===== src/hdl/i2c_register_transaction_sequencer_macros.svh =====
// assertion macros for the register transaction sequencer
`ifndef I2C_REGISTER_TRANSACTION_SEQUENCER_MACROS_SVH
`define I2C_REGISTER_TRANSACTION_SEQUENCER_MACROS_SVH

// same-cycle implication
`define I2CRTS_ASSERT_NOW(label, clk, rst_n, ante, cons) \
    label: assert property (@(posedge clk) disable iff (!rst_n) (ante) |-> (cons)) \
        else $error("%m: assertion failed");

// next-cycle implication
`define I2CRTS_ASSERT_NEXT(label, clk, rst_n, ante, cons) \
    label: assert property (@(posedge clk) disable iff (!rst_n) (ante) |=> (cons)) \
        else $error("%m: assertion failed");

`endif


===== src/hdl/i2crts_pkg.sv =====
`default_nettype none

package i2crts_pkg;

    localparam int MAX_BYTES = 4;

    typedef enum logic [2:0] {
        ACT_START = 3'd0,
        ACT_ACK   = 3'd1,
        ACT_NACK  = 3'd2,
        ACT_RX    = 3'd3,
        ACT_MSTOP = 3'd4
    } act_t;

    typedef enum logic [5:0] {
        PH_DEVICE   = 6'b000001,
        PH_REGISTER = 6'b000010,
        PH_WAIT     = 6'b000100,
        PH_READ     = 6'b001000,
        PH_WRITE    = 6'b010000,
        PH_STOP     = 6'b100000
    } phase_t;

    typedef struct packed {
        logic [2:0]  action;
        logic [6:0]  device_addr;
        logic [7:0]  reg_addr;
        logic        read_mode;
        logic [31:0] write_word;
        logic [2:0]  byte_count;
        logic [7:0]  received_byte;
    } cmd_t;

    typedef struct packed {
        logic        issue_start;
        logic        issue_stop;
        logic        issue_ack;
        logic        issue_nack;
        logic        tx_valid;
        logic [7:0]  tx_byte;
        logic [31:0] read_word;
        logic        busy_res;
        logic        done_res;
        logic        error;
    } rsp_t;

    // handshake between the sequencing core and the result register
    typedef struct packed {
        logic load;
    } core_ctl_t;

    typedef struct packed {
        logic free;
    } slot_sts_t;

    function automatic logic [7:0] lane_of(input logic [31:0] word, input logic [2:0] idx);
        logic [7:0] b;
        begin
            if (idx[2])
            begin
                b = 8'h00;
            end
            else
            begin
                b = word[{idx[1:0], 3'b000} +: 8];
            end
            return b;
        end
    endfunction

endpackage

`default_nettype wire


===== src/hdl/i2crts_core.sv =====
`default_nettype none

module i2crts_core #(
    parameter int MAX_BYTES = i2crts_pkg::MAX_BYTES
) (
    input  wire                    clk,
    input  wire                    rst_n,
    input  wire                    cmd_valid,
    output logic                   cmd_stall,
    input  i2crts_pkg::cmd_t       cmd,
    input  i2crts_pkg::slot_sts_t  slot,
    output i2crts_pkg::core_ctl_t  ctl,
    output i2crts_pkg::rsp_t       res
);
    import i2crts_pkg::*;

    logic        cmd_valid_reg;
    cmd_t        cmd_reg;
    phase_t      phase_reg, phase_next;
    logic        active_reg, active_next;
    logic [6:0]  saved_device_reg, saved_device_next;
    logic [7:0]  saved_register_reg, saved_register_next;
    logic        saved_read_mode_reg, saved_read_mode_next;
    logic [31:0] saved_write_word_reg, saved_write_word_next;
    logic [2:0]  bytes_left_reg, bytes_left_next;
    logic [31:0] read_accum_reg, read_accum_next;
    logic [2:0]  bl_dec;
    logic [2:0]  cnt;
    logic        err;
    logic        advance;
    logic        accept;

    assign advance   = cmd_valid_reg & slot.free;
    assign cmd_stall = cmd_valid_reg & ~slot.free;
    assign accept    = cmd_valid & ~cmd_stall;
    assign ctl.load  = advance;
    assign bl_dec    = bytes_left_reg - 3'd1;

    // input register
    always_ff @(posedge clk or negedge rst_n)
    begin
        if (!rst_n)
        begin
            cmd_valid_reg <= 1'b0;
        end
        else if (accept)
        begin
            cmd_valid_reg <= 1'b1;
        end
        else if (advance)
        begin
            cmd_valid_reg <= 1'b0;
        end
    end

    always_ff @(posedge clk)
    begin
        if (accept)
        begin
            cmd_reg <= cmd;
        end
    end

    always_comb
    begin
        phase_next            = phase_reg;
        active_next           = active_reg;
        saved_device_next     = saved_device_reg;
        saved_register_next   = saved_register_reg;
        saved_read_mode_next  = saved_read_mode_reg;
        saved_write_word_next = saved_write_word_reg;
        bytes_left_next       = bytes_left_reg;
        read_accum_next       = read_accum_reg;
        res                   = '0;
        err                   = 1'b0;
        cnt                   = cmd_reg.byte_count;
        if (cnt == 3'd0)
        begin
            cnt = 3'd1;
        end
        if (int'(cnt) > MAX_BYTES)
        begin
            cnt = 3'(MAX_BYTES);
        end

        if (cmd_reg.action == ACT_START)
        begin
            if (active_reg)
            begin
                err = 1'b1;
            end
            else
            begin
                saved_device_next     = cmd_reg.device_addr;
                saved_register_next   = cmd_reg.reg_addr;
                saved_read_mode_next  = cmd_reg.read_mode;
                saved_write_word_next = cmd_reg.write_word;
                bytes_left_next       = cnt;
                active_next           = 1'b1;
                phase_next            = PH_DEVICE;
                res.issue_start       = 1'b1;
                res.tx_valid          = 1'b1;
                res.tx_byte           = {cmd_reg.device_addr, 1'b0};
            end
        end
        else if (!active_reg)
        begin
            err = 1'b1;
        end
        else
        begin
            case (cmd_reg.action)
                ACT_ACK:
                begin
                    case (phase_reg)
                        PH_DEVICE:
                        begin
                            res.tx_valid = 1'b1;
                            res.tx_byte  = saved_register_reg;
                            phase_next   = PH_REGISTER;
                        end
                        PH_REGISTER:
                        begin
                            if (saved_read_mode_reg)
                            begin
                                phase_next      = PH_WAIT;
                                res.issue_start = 1'b1;
                                res.tx_valid    = 1'b1;
                                res.tx_byte     = {saved_device_reg, 1'b1};
                            end
                            else
                            begin
                                bytes_left_next = bl_dec;
                                res.tx_valid    = 1'b1;
                                res.tx_byte     = lane_of(saved_write_word_reg, bl_dec);
                                phase_next      = PH_WRITE;
                            end
                        end
                        PH_WAIT:
                        begin
                            phase_next = PH_READ;
                        end
                        PH_WRITE:
                        begin
                            if (bytes_left_reg == 3'd0)
                            begin
                                phase_next     = PH_STOP;
                                res.issue_stop = 1'b1;
                            end
                            else
                            begin
                                bytes_left_next = bl_dec;
                                res.tx_valid    = 1'b1;
                                res.tx_byte     = lane_of(saved_write_word_reg, bl_dec);
                            end
                        end
                        default:
                        begin
                            err = 1'b1;
                        end
                    endcase
                end
                ACT_NACK:
                begin
                    if (phase_reg == PH_WAIT)
                    begin
                        res.issue_start = 1'b1;
                        res.tx_valid    = 1'b1;
                        res.tx_byte     = {saved_device_reg, 1'b1};
                    end
                    else
                    begin
                        err = 1'b1;
                    end
                end
                ACT_RX:
                begin
                    if (phase_reg == PH_READ && bytes_left_reg != 3'd0)
                    begin
                        bytes_left_next = bl_dec;
                        if (!bl_dec[2])
                        begin
                            read_accum_next[{bl_dec[1:0], 3'b000} +: 8] = cmd_reg.received_byte;
                        end
                        if (bl_dec != 3'd0)
                        begin
                            res.issue_ack = 1'b1;
                        end
                        else
                        begin
                            res.issue_nack = 1'b1;
                            res.issue_stop = 1'b1;
                            phase_next     = PH_STOP;
                        end
                    end
                    else
                    begin
                        err = 1'b1;
                    end
                end
                ACT_MSTOP:
                begin
                    if (phase_reg == PH_STOP)
                    begin
                        phase_next   = PH_DEVICE;
                        active_next  = 1'b0;
                        res.done_res = 1'b1;
                    end
                    else
                    begin
                        err = 1'b1;
                    end
                end
                default:
                begin
                    err = 1'b1;
                end
            endcase
        end

        res.read_word = read_accum_next;
        res.busy_res  = active_next;
        res.error     = err;
    end

    always_ff @(posedge clk or negedge rst_n)
    begin
        if (!rst_n)
        begin
            phase_reg            <= PH_DEVICE;
            active_reg           <= 1'b0;
            saved_device_reg     <= '0;
            saved_register_reg   <= '0;
            saved_read_mode_reg  <= 1'b0;
            saved_write_word_reg <= '0;
            bytes_left_reg       <= '0;
            read_accum_reg       <= '0;
        end
        else if (advance)
        begin
            phase_reg            <= phase_next;
            active_reg           <= active_next;
            saved_device_reg     <= saved_device_next;
            saved_register_reg   <= saved_register_next;
            saved_read_mode_reg  <= saved_read_mode_next;
            saved_write_word_reg <= saved_write_word_next;
            bytes_left_reg       <= bytes_left_next;
            read_accum_reg       <= read_accum_next;
        end
    end

endmodule

`default_nettype wire


===== src/hdl/i2crts_out.sv =====
`default_nettype none

module i2crts_out (
    input  wire                    clk,
    input  wire                    rst_n,
    input  i2crts_pkg::core_ctl_t  ctl,
    input  i2crts_pkg::rsp_t       res,
    output i2crts_pkg::slot_sts_t  slot,
    output logic                   rsp_valid,
    input  wire                    rsp_stall,
    output i2crts_pkg::rsp_t       rsp
);
    import i2crts_pkg::*;

    logic rsp_valid_reg;
    rsp_t rsp_reg;

    assign slot.free = ~rsp_valid_reg | ~rsp_stall;
    assign rsp_valid = rsp_valid_reg;
    assign rsp       = rsp_reg;

    always_ff @(posedge clk or negedge rst_n)
    begin
        if (!rst_n)
        begin
            rsp_valid_reg <= 1'b0;
        end
        else if (slot.free)
        begin
            rsp_valid_reg <= ctl.load;
        end
    end

    always_ff @(posedge clk)
    begin
        if (ctl.load)
        begin
            rsp_reg <= res;
        end
    end

endmodule

`default_nettype wire


===== src/hdl/i2c_register_transaction_sequencer.sv =====
// channel  | valid      | stall      | payload
// request  | cmd_valid  | cmd_stall  | cmd (i2crts_pkg::cmd_t)
// result   | rsp_valid  | rsp_stall  | rsp (i2crts_pkg::rsp_t)
//
// one result per request, one request per cycle while the result is not stalled
// the rate is set by the single pass from input register through the sequencing
// logic to the result register
// reset is asynchronous, active low, and leaves the block idle in the address phase
// a stalled result holds the result register and stalls the request side in turn
`default_nettype none

module i2c_register_transaction_sequencer #(
    parameter int MAX_BYTES = i2crts_pkg::MAX_BYTES
) (
    input  wire               clk,
    input  wire               rst_n,
    input  wire               cmd_valid,
    output logic              cmd_stall,
    input  i2crts_pkg::cmd_t  cmd,
    output logic              rsp_valid,
    input  wire               rsp_stall,
    output i2crts_pkg::rsp_t  rsp
);
    import i2crts_pkg::*;

`include "i2c_register_transaction_sequencer_macros.svh"

    core_ctl_t ctl;
    slot_sts_t slot;
    rsp_t      res;

    i2crts_core #(
        .MAX_BYTES (MAX_BYTES)
    ) u_core (
        .clk       (clk),
        .rst_n     (rst_n),
        .cmd_valid (cmd_valid),
        .cmd_stall (cmd_stall),
        .cmd       (cmd),
        .slot      (slot),
        .ctl       (ctl),
        .res       (res)
    );

    i2crts_out u_out (
        .clk       (clk),
        .rst_n     (rst_n),
        .ctl       (ctl),
        .res       (res),
        .slot      (slot),
        .rsp_valid (rsp_valid),
        .rsp_stall (rsp_stall),
        .rsp       (rsp)
    );

    `I2CRTS_ASSERT_NOW(a_no_load_when_held, clk, rst_n, ctl.load, !(rsp_valid && rsp_stall))
    `I2CRTS_ASSERT_NOW(a_done_ends_busy, clk, rst_n, rsp_valid && rsp.done_res, !rsp.busy_res && !rsp.error)
    `I2CRTS_ASSERT_NOW(a_start_sends_addr, clk, rst_n, rsp_valid && rsp.issue_start, rsp.tx_valid && rsp.busy_res)
    `I2CRTS_ASSERT_NEXT(a_load_gives_result, clk, rst_n, ctl.load, rsp_valid)

endmodule

`default_nettype wire


===== config.mk =====
export PLATFORM = sky130hd
export DESIGN_NAME = i2c_register_transaction_sequencer
export DESIGN_NICKNAME = d
export VERILOG_FILES = /design/src/hdl/i2crts_pkg.sv /design/src/hdl/i2crts_core.sv /design/src/hdl/i2crts_out.sv /design/src/hdl/i2c_register_transaction_sequencer.sv
export VERILOG_INCLUDE_DIRS = /design/src /design/src/hdl
export SDC_FILE = /design/constraint.sdc
export NUM_CORES = 1
export LEC_CHECK = 0
export ABC_AREA = 0
export BUFFER_PORTS_ARGS = -buffer_cell sky130_fd_sc_hd__buf_2
export CAP_MARGIN = 0
export CORE_ASPECT_RATIO = 1.2
export CORE_MARGIN = 4
export CORE_UTILIZATION = 45
export CTS_BUF_LIST = sky130_fd_sc_hd__clkbuf_2
export CTS_CLUSTER_SIZE = 8
export DETAILED_ROUTE_END_ITERATION = 12
export GPL_ROUTABILITY_DRIVEN = 1
export PLACE_DENSITY_LB_ADDON = 0.2
export SKIP_LAST_GASP = 1
export SLEW_MARGIN = 40
export SYNTH_ARGS = -nofsm -noshare
export SYNTH_HDL_FRONTEND = slang
export SYNTH_SLANG_ARGS = --single-unit

===== constraint.sdc =====
create_clock -name clk -period 3.8 [get_ports clk]
set_input_delay 0.95 -clock clk [delete_from_list [all_inputs] [get_ports clk]]
set_output_delay 0.95 -clock clk [all_outputs]
set_load 0.01 [all_outputs]

==> impl_metrics.env, run 1 <==
export IMPL_synthSimpleGateAreaFrac_pct=9.10
export IMPL_wirelength_mm=17.7
export IMPL_grt_max_degree=54
export IMPL_drv_cap=0
export IMPL_port_buffers=115
export IMPL_core_um2=18900
export IMPL_post_route_drc_count=0
export IMPL_wl_met2_mm=8.82
export IMPL_cts_clk_slew_worst_paths_ns=0.13
export IMPL_dieArea_um2=21500
export IMPL_dr_wl_met3_um=914
export IMPL_cts_buffer_depth=3
export IMPL_synth_ff_type="edfxtp_1"
export IMPL_initial_core_util_pct=45.8
export IMPL_htree_levels=2
export IMPL_crit_fanout=11
export IMPL_crit_arrival_ns=3.65
export IMPL_yosysTopAreaCell="edfxtp_1"
export IMPL_finalCritPeriodShare_pct=79.7
export IMPL_area_growth_pct=16.0
export IMPL_p_leak_uw=0.00440
export IMPL_peakVddDrop_mv=0.296
export IMPL_synth_top_family_by_area="multiplexers"
export IMPL_ys_types=55
export IMPL_antenna_found_initial=1
export IMPL_clock_fmax_ghz=0.330
export IMPL_clk_latency_ns=0.76
export IMPL_postCtsSetupBuffers=0
export IMPL_ys_warnings_count=0
export IMPL_synth_area_um2=8660
export IMPL_whs_ns=0.223
export IMPL_synth_mux_area_share_pct=18.9
export IMPL_cts_tree="done"
export IMPL_cp_slowest_cell="and3_1"
export IMPL_start_kind="flop"
export IMPL_p_per_area_nw_per_um2=582
export IMPL_r2r_slack_ns=0.77
export IMPL_hold_viol=0
export IMPL_ys_seq_area_share_pct=64.7
export IMPL_cts_root_buf="clkbuf_2"
export IMPL_vias_per_cell=5.07
export IMPL_synth_xor_area_share_pct=0.303
export IMPL_wirelength_met1_mm=7.34
export IMPL_synth_seq_cells=202
export IMPL_largest_register_ffs=62
export IMPL_grt_pass1_vias=5574
export IMPL_die_x_um=135
export IMPL_hpwl_mm=12.6
export IMPL_top_layer="met4"
export IMPL_cts_repair_resized=0
export IMPL_die_h_um=160
export IMPL_worstMarginPinSlew_ns=0.786
export IMPL_cp_slowest_stage_delay_ns=0.60
export IMPL_netlist_instances=552
export IMPL_synthesis_nets=628
export IMPL_synth_top_area_share_pct=38.1
export IMPL_synth_compound_area_share_pct=3.83
export IMPL_tns_ns=0
export IMPL_ant_nets=0
export IMPL_slew_headroom_pct=47.4
export IMPL_period_minus_slack_ns=3.03
export IMPL_critPathKind="flop to flop"
export IMPL_status="completed"
export IMPL_cts_made_buffers=50
export IMPL_synth_edf_count=110
export IMPL_rsz0062_at_grt="false"
export IMPL_grt_usage_pct=16.6
export IMPL_synth_fa_ha_area_share_pct=1.44
export IMPL_clock_sinks=202
export IMPL_rows=55
export IMPL_clock_skew_ns=0.0346
export IMPL_hold_path_class="input pin to async pin"
export IMPL_pin_count=116
export IMPL_detail_route_wl_per_cell_um=17.6
export IMPL_end_kind="flop"
export IMPL_worst_ep_required_time_ns=4.42
export IMPL_grt_pass1_wl_mm=28.4
export IMPL_path_cells="or3_1 > or4b_4 > nor3_4 > and3_1 > mux2_4"
export IMPL_num_vias=5100
export IMPL_setup_violations=0
export IMPL_gp_congestion=0.817
export IMPL_syn_avg_cell_area_um2=15.7
export IMPL_hold_buffers=0
export IMPL_drt_pass1_iter_count=4
export IMPL_final_max_slew_violation_count=0
export IMPL_n_fill_cell=1644
export IMPL_synthTopCellsByArea="edfxtp_1 38%, dfrtp_1 26%, mux2_2 11%, mux2_4 5.5%, and2_1 2.8%"
export IMPL_drtIter0Drc=183
export IMPL_drive_above_1_share_pct=45.9
export IMPL_async_flop_share_pct=45.5
export IMPL_gr_total_overflow=0
export IMPL_fin_nets=784
## where the power goes
part	leakage [µW]	internal [µW]	total, µW	switching [µW]
Sequential	0.00226	2670	2900	224
Combinational	0.00176	658	1380	719
Clock	0.000376	709	1570	865
Total	0.00440	4040	5850	1810
## cells in the mapped netlist (8+ instances only)
master / number
a21oi_1: 11
and2_1: 39
clkbuf_1: 13
dfrtp_1: 91
edfxtp_1: 110
ha_1: 10
inv_1: 8
mux2_2: 86
mux2_4: 32
mux4_2: 8
nand2_1: 19
nand2b_1: 10
nor2_1: 18
## stage by stage
step           worst slack, ns  instance area [µm²]  utilization (%)  total power [µW]  cells
6_report                 0.773                10000             53.1              5850   1006
5_1_grt                  0.681                10000             53.1              6230   1006
4_1_cts                  0.795                10000             53.1              5950   1005
3_5_place_dp             0.849                 9520             50.3              4340    912
3_3_place_gp             0.921                 9520             50.3              4280    912
2_1_floorplan            0.511                 8660                -              3900    552
## worst max-delay path, delay by kind of cell, from the launching register on
family / cells / cell delay [ns]
and+or+nand+nor: 4 / 2.06
muxes: 1 / 0.35
DFF: 1 / 0.48
## path summary, 6_finish.rpt
path	startpoint	end	cells past startpoint
hold / removal	rst_n	u_core.read_accum_reg[27]$_DFFE_PN0P_	1
setup / recovery	u_core.phase_reg[1]$_DFFE_PN0P_	u_core.read_accum_reg[8]$_DFFE_PN0P_	5
hold reg to reg	u_core.cmd_reg[12]$_DFFE_PP_	u_core.saved_write_word_reg[1]$_DFFE_PN0P_	1
min in group clk	cmd[16]	u_core.cmd_reg[16]$_DFFE_PP_	1
max in group asynchronous	rst_n	u_core.phase_reg[0]$_DFFE_PN1P_	2
setup reg to reg	u_core.phase_reg[1]$_DFFE_PN0P_	u_core.read_accum_reg[8]$_DFFE_PN0P_	5
## layout by cell type, fill, tap and decap left out, types with 11 or more instances in the layout
master    netlist  final
clkinv_1        0     15
edfxtp_1      110    110
a21oi_1        11     11
dfrtp_1        91     91
clkbuf_2        0     70
nor2_1         18     18
buf_4           0     11
mux2_4         32     32
mux2_2         86     86
nand2_1        19     18
buf_2           0    114
and2_1         39     38
## routing by layer
layer	up-vias	global-route usage, %
met5	-	0
met4	0	8.61
met3	40	4.19
met2	159	27.3
met1	2494	20.0
li1	2407	-
## cells by family (layout without fill, tap and decap cells)
| family | Yosys count | after routing |
|---|---|---|
| flops | 202 | 202 |
| simple gates | 135 | 135 |
| mux | 127 | 127 |
| compound gates | 46 | 46 |
| buf+inv | 29 | 226 |
| fa+ha+maj | 10 | 10 |
| xor+xnor | 3 | 3 |
| other cells | 0 | 1 |
## layout make-up
cell class	count	area (µm²)	share of cell area [%]
sequential	202	5610	55.8
multi-input combinational	321	2910	29.0
timing repair buffer	125	653	6.50
clock buffer	70	350	3.49
tap	256	320	3.19
clock inverter	23	171	1.71
inverter	8	30.0	0.299
antenna	1	2.50	0.0249
(Power assumes the default switching activity.)
==> run 2, diff against run 1 <==
- clock period: 3.8 -> 2.5 ns (I/O delays scaled with it)
==> run 2 against run 1 <==
Net effect:
- clock skew up 0.033 ns
- final area increased by 10%
- flip-flop and latch count is the same
- global-route usage increased by 1.5 points
- critical path depth rose by 3
- critical path type unchanged
- count of clock-buffer cells in the layout is 7 higher
- largest cell class unchanged
- sequential power grew 50%
==> impl_metrics.env, run 2 (synthesis gave the netlist of run 1 again) <==
export IMPL_end_kind="flop"
export IMPL_area_growth_pct=27.6
export IMPL_hpwl_mm=12.6
export IMPL_core_um2=18900
export IMPL_worst_ep_required_time_ns=3.15
export IMPL_finalCritPeriodShare_pct=100
export IMPL_detail_route_wl_per_cell_um=17.2
export IMPL_crit_fanout=8
export IMPL_design_area_um2=11100
export IMPL_gr_total_overflow=0
export IMPL_dieArea_um2=21500
export IMPL_drtIter0Drc=217
export IMPL_status="completed"
export IMPL_finalPower_uw=9260
export IMPL_clock_skew_ns=0.0674
export IMPL_r2r_slack_ns=0.00005
export IMPL_reg2regPathDepth=8
export IMPL_start_kind="flop"
export IMPL_cts_tree="done"
export IMPL_crit_arrival_ns=3.15
export IMPL_min_from="cmd[9]"
export IMPL_reg2reg_from="u_core.phase_reg[2]$_DFFE_PN0P_"
export IMPL_htree_levels=2
export IMPL_cp_startpoint="u_core.phase_reg[2]$_DFFE_PN0P_"
export IMPL_cts_buffer_depth=3
export IMPL_cts_root_buf="clkbuf_2"
export IMPL_initial_core_util_pct=45.8
export IMPL_worst_slack_ns=0.0000533
export IMPL_grt_pass1_vias=6091
export IMPL_clock_sinks=202
export IMPL_ant_nets=0
export IMPL_rsz0062_at_grt="true"
export IMPL_clock_fmax_ghz=0.400
export IMPL_place_area_um2=9850
export IMPL_cts_clk_slew_worst_paths_ns=0.10
export IMPL_grt_max_degree=63
export IMPL_period_minus_slack_ns=2.50
export IMPL_drt_pass1_iter_count=4
export IMPL_clk_latency_ns=0.79
export IMPL_antenna_found_initial=1
export IMPL_gp_congestion=0.863
export IMPL_num_vias=5481
export IMPL_r2r_end="u_core.read_accum_reg[3]$_DFFE_PN0P_"
export IMPL_port_buffers=115
export IMPL_dpl_worst_slack_ns=-0.0449
export IMPL_drv_cap=0
export IMPL_wirelength_mm=18.9
export IMPL_post_route_drc_count=0
export IMPL_n_fill_cell=1524
export IMPL_drive_above_1_share_pct=46.4
export IMPL_fin_nets=876
export IMPL_hold_path_class="input pin to flop"
export IMPL_pin_count=116
export IMPL_slew_headroom_pct=52.7
export IMPL_whs_ns=0.110
export IMPL_final_max_slew_violation_count=0
export IMPL_p_leak_uw=0.00485
export IMPL_die_h_um=160
export IMPL_worstMarginPinSlew_ns=0.704
export IMPL_cts_made_buffers=50
export IMPL_layout_common_cells="114 x buf_2, 110 x edfxtp_1, 90 x dfrtp_1, 86 x mux2_2, 77 x clkbuf_2"
export IMPL_setup_violations=0
export IMPL_hold_viol=0
export IMPL_p_per_area_nw_per_um2=838
export IMPL_rows=55
export IMPL_peakVddDrop_mv=0.526
export IMPL_post_route_util_pct=58.4
export IMPL_final_common_cell="buf_2"
export IMPL_vias_per_cell=4.99
export IMPL_grt_pass1_wl_mm=31.0
export IMPL_largest_register_ffs=62
export IMPL_grt_usage_pct=18.1
export IMPL_die_x_um=135
export IMPL_critPathKind="flop to flop"
export IMPL_endpoint="u_core.read_accum_reg[3]$_DFFE_PN0P_"
[run 2: cell count changes in the layout (fill, tap and decap cells not counted), sizes merged, moves of 6 or more]
cell / previous run / this run
clkbuf: 70 / 77
dlygate4sd3: 0 / 62
buf: 125 / 155
clkinv: 20 / 14
[run 2: area by class of cell]
class,count,area [µm²],share of cell area (%)
sequential,202,5610,50.7
multi-input combinational,321,2980,27.0
timing repair buffer,217,1590,14.4
clock buffer,77,385,3.49
tap,256,320,2.90
clock inverter,16,121,1.10
inverter,8,41.3,0.374
antenna,2,5.00,0.0453
[run 2: repair_timing]
action / CTS / global route
gates resized for setup: 2 / 6
pin swaps: 3 / 0
setup endpoints to repair: 43 / 48
hold buffers: 62 / 0
setup buffers: 2 / 0
endpoints found under the hold margin: 94 / 0
[run 2: metal layers]
| metal | vias up | track usage [%] | part of all wire (%) |
|---|---|---|---|
| met5 | - | 0 | 0 |
| met4 | 0 | 6.48 | 2.3 |
| met3 | 33 | 4.35 | 5.4 |
| met2 | 158 | 31.5 | 52 |
| met1 | 2698 | 21.7 | 41 |
| li1 | 2592 | - | - |
[run 2: where the power goes]
group          total [µW]  switching [µW]  internal (µW)
Clock                2350            1310           1030
Combinational        2560            1260           1300
Sequential           4350             284           4060
[run 2: worst min path at each step]
stage / endpoint / slack [ns] / depth (start not counted)
floorplan: u_core.active_reg$_DFFE_PN0P_ / 0.33 / 0
global placement: u_core.saved_register_reg[6]$_DFFE_PN0P_ / 0.46 / 1
detailed placement: u_core.saved_register_reg[6]$_DFFE_PN0P_ / 0.46 / 1
CTS: u_core.cmd_reg[8]$_DFFE_PP_ / 0.03 / 1
global route: u_core.cmd_reg[8]$_DFFE_PP_ / 0.01 / 1
finish: u_core.cmd_reg[9]$_DFFE_PP_ / 0.11 / 1
[run 2: metrics by stage]
step	TNS [ns]	instances
2_1_floorplan	-2.26	552
6_report	0	1099
3_5_place_dp	-0.570	940
5_1_grt	-0.943	1099
4_1_cts	-0.0886	1097
3_3_place_gp	-0.0683	940
[run 2: worst max-delay path, cell delays in order, from the launching register on]
cell and delay [ns]:
dfrtp_1 0.38, or3b_1 0.39, or4b_4 0.58, nor3_4 0.16, buf_12 0.14, buf_12 0.11
and3_4 0.18, buf_12 0.13, mux2_4 0.30
==> run 3, diff against run 2 <==
- CORE_ASPECT_RATIO: 1.2 -> 1.5
==> run 3 against run 2 <==
Net effect:
- count of clock-buffer cells in the layout fell by 3
- cell count decreased by 0.27%
- power grew 0.29%
- sequential share of layout area is 0.092 points higher
- flip-flop and latch count unchanged
- sequential power barely moved
- combinational power is 2% higher
- via count up 1.0%
- die area is 0.17% higher
- critical path depth down 2
- highest routed layer unchanged
==> impl_metrics.env, run 3 (synthesis gave the netlist of run 1 again) <==
export IMPL_antenna_found_initial=1
export IMPL_post_route_drc_count=0
export IMPL_port_buffers=115
export IMPL_period_minus_slack_ns=2.45
export IMPL_gp_congestion=0.839
export IMPL_crit_arrival_ns=3.11
export IMPL_drtIter0Drc=267
export IMPL_slew_headroom_pct=52.6
export IMPL_grt_usage_pct=18.6
export IMPL_pin_count=116
export IMPL_rows=61
export IMPL_place_area_um2=9870
export IMPL_ant_nets=0
export IMPL_peakVddDrop_mv=0.597
export IMPL_crit_fanout=8
export IMPL_wirelength_mm=19.5
export IMPL_initial_core_util_pct=46.3
export IMPL_die_h_um=178
export IMPL_r2r_slack_ns=0.05
export IMPL_cts_buffer_depth=3
export IMPL_clk_latency_ns=0.77
export IMPL_detail_route_wl_per_cell_um=17.8
export IMPL_dpl_worst_slack_ns=-0.125
export IMPL_layout_common_cells="114 x buf_2, 110 x edfxtp_1, 90 x dfrtp_1, 86 x mux2_2, 74 x clkbuf_2"
export IMPL_drt_pass1_iter_count=5
export IMPL_cts_made_buffers=50
export IMPL_num_vias=5536
export IMPL_finalPower_uw=9280
export IMPL_dieArea_um2=21600
export IMPL_worst_slack_ns=0.0489
export IMPL_clock_fmax_ghz=0.408
export IMPL_start_kind="flop"
export IMPL_end_kind="flop"
export IMPL_dpl_cell_count=938
export IMPL_design_area_um2=11000
export IMPL_gr_total_overflow=0
export IMPL_drive_above_1_share_pct=46.3
export IMPL_vias_per_cell=5.05
export IMPL_p_leak_uw=0.00483
export IMPL_whs_ns=0.100
export IMPL_critPathKind="flop to flop"
export IMPL_final_max_slew_violation_count=0
export IMPL_hold_path_class="input pin to flop"
export IMPL_cts_tree="done"
export IMPL_fin_nets=878
export IMPL_area_growth_pct=27.3
export IMPL_grt_max_degree=93
export IMPL_hold_viol=0
export IMPL_cts_clk_slew_worst_paths_ns=0.11
export IMPL_setup_violations=0
export IMPL_final_common_cell="buf_2"
export IMPL_rsz0062_at_grt="true"
export IMPL_n_fill_cell=1507
export IMPL_grt_pass1_vias=6147
export IMPL_die_x_um=121
export IMPL_p_per_area_nw_per_um2=842
export IMPL_status="completed"
export IMPL_finalCritPeriodShare_pct=98.0
export IMPL_largest_register_ffs=62
export IMPL_worstMarginPinSlew_ns=0.710
export IMPL_drv_cap=0
export IMPL_clock_skew_ns=0.0497
export IMPL_clock_sinks=202
export IMPL_cts_root_buf="clkbuf_2"
export IMPL_core_um2=18700
export IMPL_hpwl_mm=13.0
export IMPL_htree_levels=2
export IMPL_grt_pass1_wl_mm=31.4
export IMPL_final_cells=1096
export IMPL_worst_ep_required_time_ns=3.16
[run 3: power by group]
part	internal (µW)	switching, µW	leakage, µW
Sequential	4060	279	0.00226
Combinational	1320	1300	0.00220
Clock	1010	1320	0.000375
[run 3: through the flow]
stage / setup TNS (ns) / util [%]
finish: 0 / 59.0
global route: -0.0672 / 59.0
CTS: 0 / 58.9
detailed placement: -3.47 / 52.8
global placement: -0.764 / 52.8
floorplan: -2.26 / -
[run 3: path summary, 6_finish.rpt]
| path | from | depth (start not counted) | end |
|---|---|---|---|
| worst min register to register | u_core.cmd_reg[51]$_DFFE_PP_ | 1 | u_core.saved_register_reg[7]$_DFFE_PN0P_ |
| worst max-delay path | u_core.phase_reg[2]$_DFFE_PN0P_ | 6 | u_core.read_accum_reg[12]$_DFFE_PN0P_ |
| worst min-delay path | cmd_valid | 2 | u_core.cmd_valid_reg$_DFFE_PN0P_ |
| worst max register to register | u_core.phase_reg[2]$_DFFE_PN0P_ | 6 | u_core.read_accum_reg[12]$_DFFE_PN0P_ |
| max in group asynchronous | rst_n | 3 | u_core.active_reg$_DFFE_PN0P_ |
| min in group asynchronous | rst_n | 3 | u_core.read_accum_reg[31]$_DFFE_PN0P_ |
[run 3: cell type report]
cell class                 instances  area (µm²)  area share [%]
tap                              252         315            2.86
clock buffer                      74         370            3.36
timing repair buffer             219        1600            14.5
inverter                           8        41.3           0.374
clock inverter                    19         128            1.16
multi-input combinational        321        2970            26.9
antenna                            1        2.50          0.0227
sequential                       202        5610            50.8
[run 3: critical path, stage by stage (launching register included)]
cell and delay [ns]:
dfrtp_1 0.39, or3b_1 0.37, or4b_4 0.57, nor3_4 0.22, buf_4 0.16, and3_4 0.29, mux2_4 0.32
[run 3: layer usage]
| metal | track usage, % | share of wire [%] | vias to the layer above |
|---|---|---|---|
| met2 | 33.5 | 53 | 199 |
| met1 | 20.8 | 38 | 2689 |
| li1 | - | - | 2590 |
| met5 | 0 | 0 | - |
| met4 | 8.32 | 3.9 | 0 |
| met3 | 4.34 | 5.2 | 58 |
[run 3: repair_timing]
action,in CTS,in global routing
setup buffers,1,0
hold endpoints to repair,153,0
pin swaps,1,3
hold buffers,63,0
endpoints found under the setup margin,61,22
gates resized for setup,1,5
gates cloned,0,0
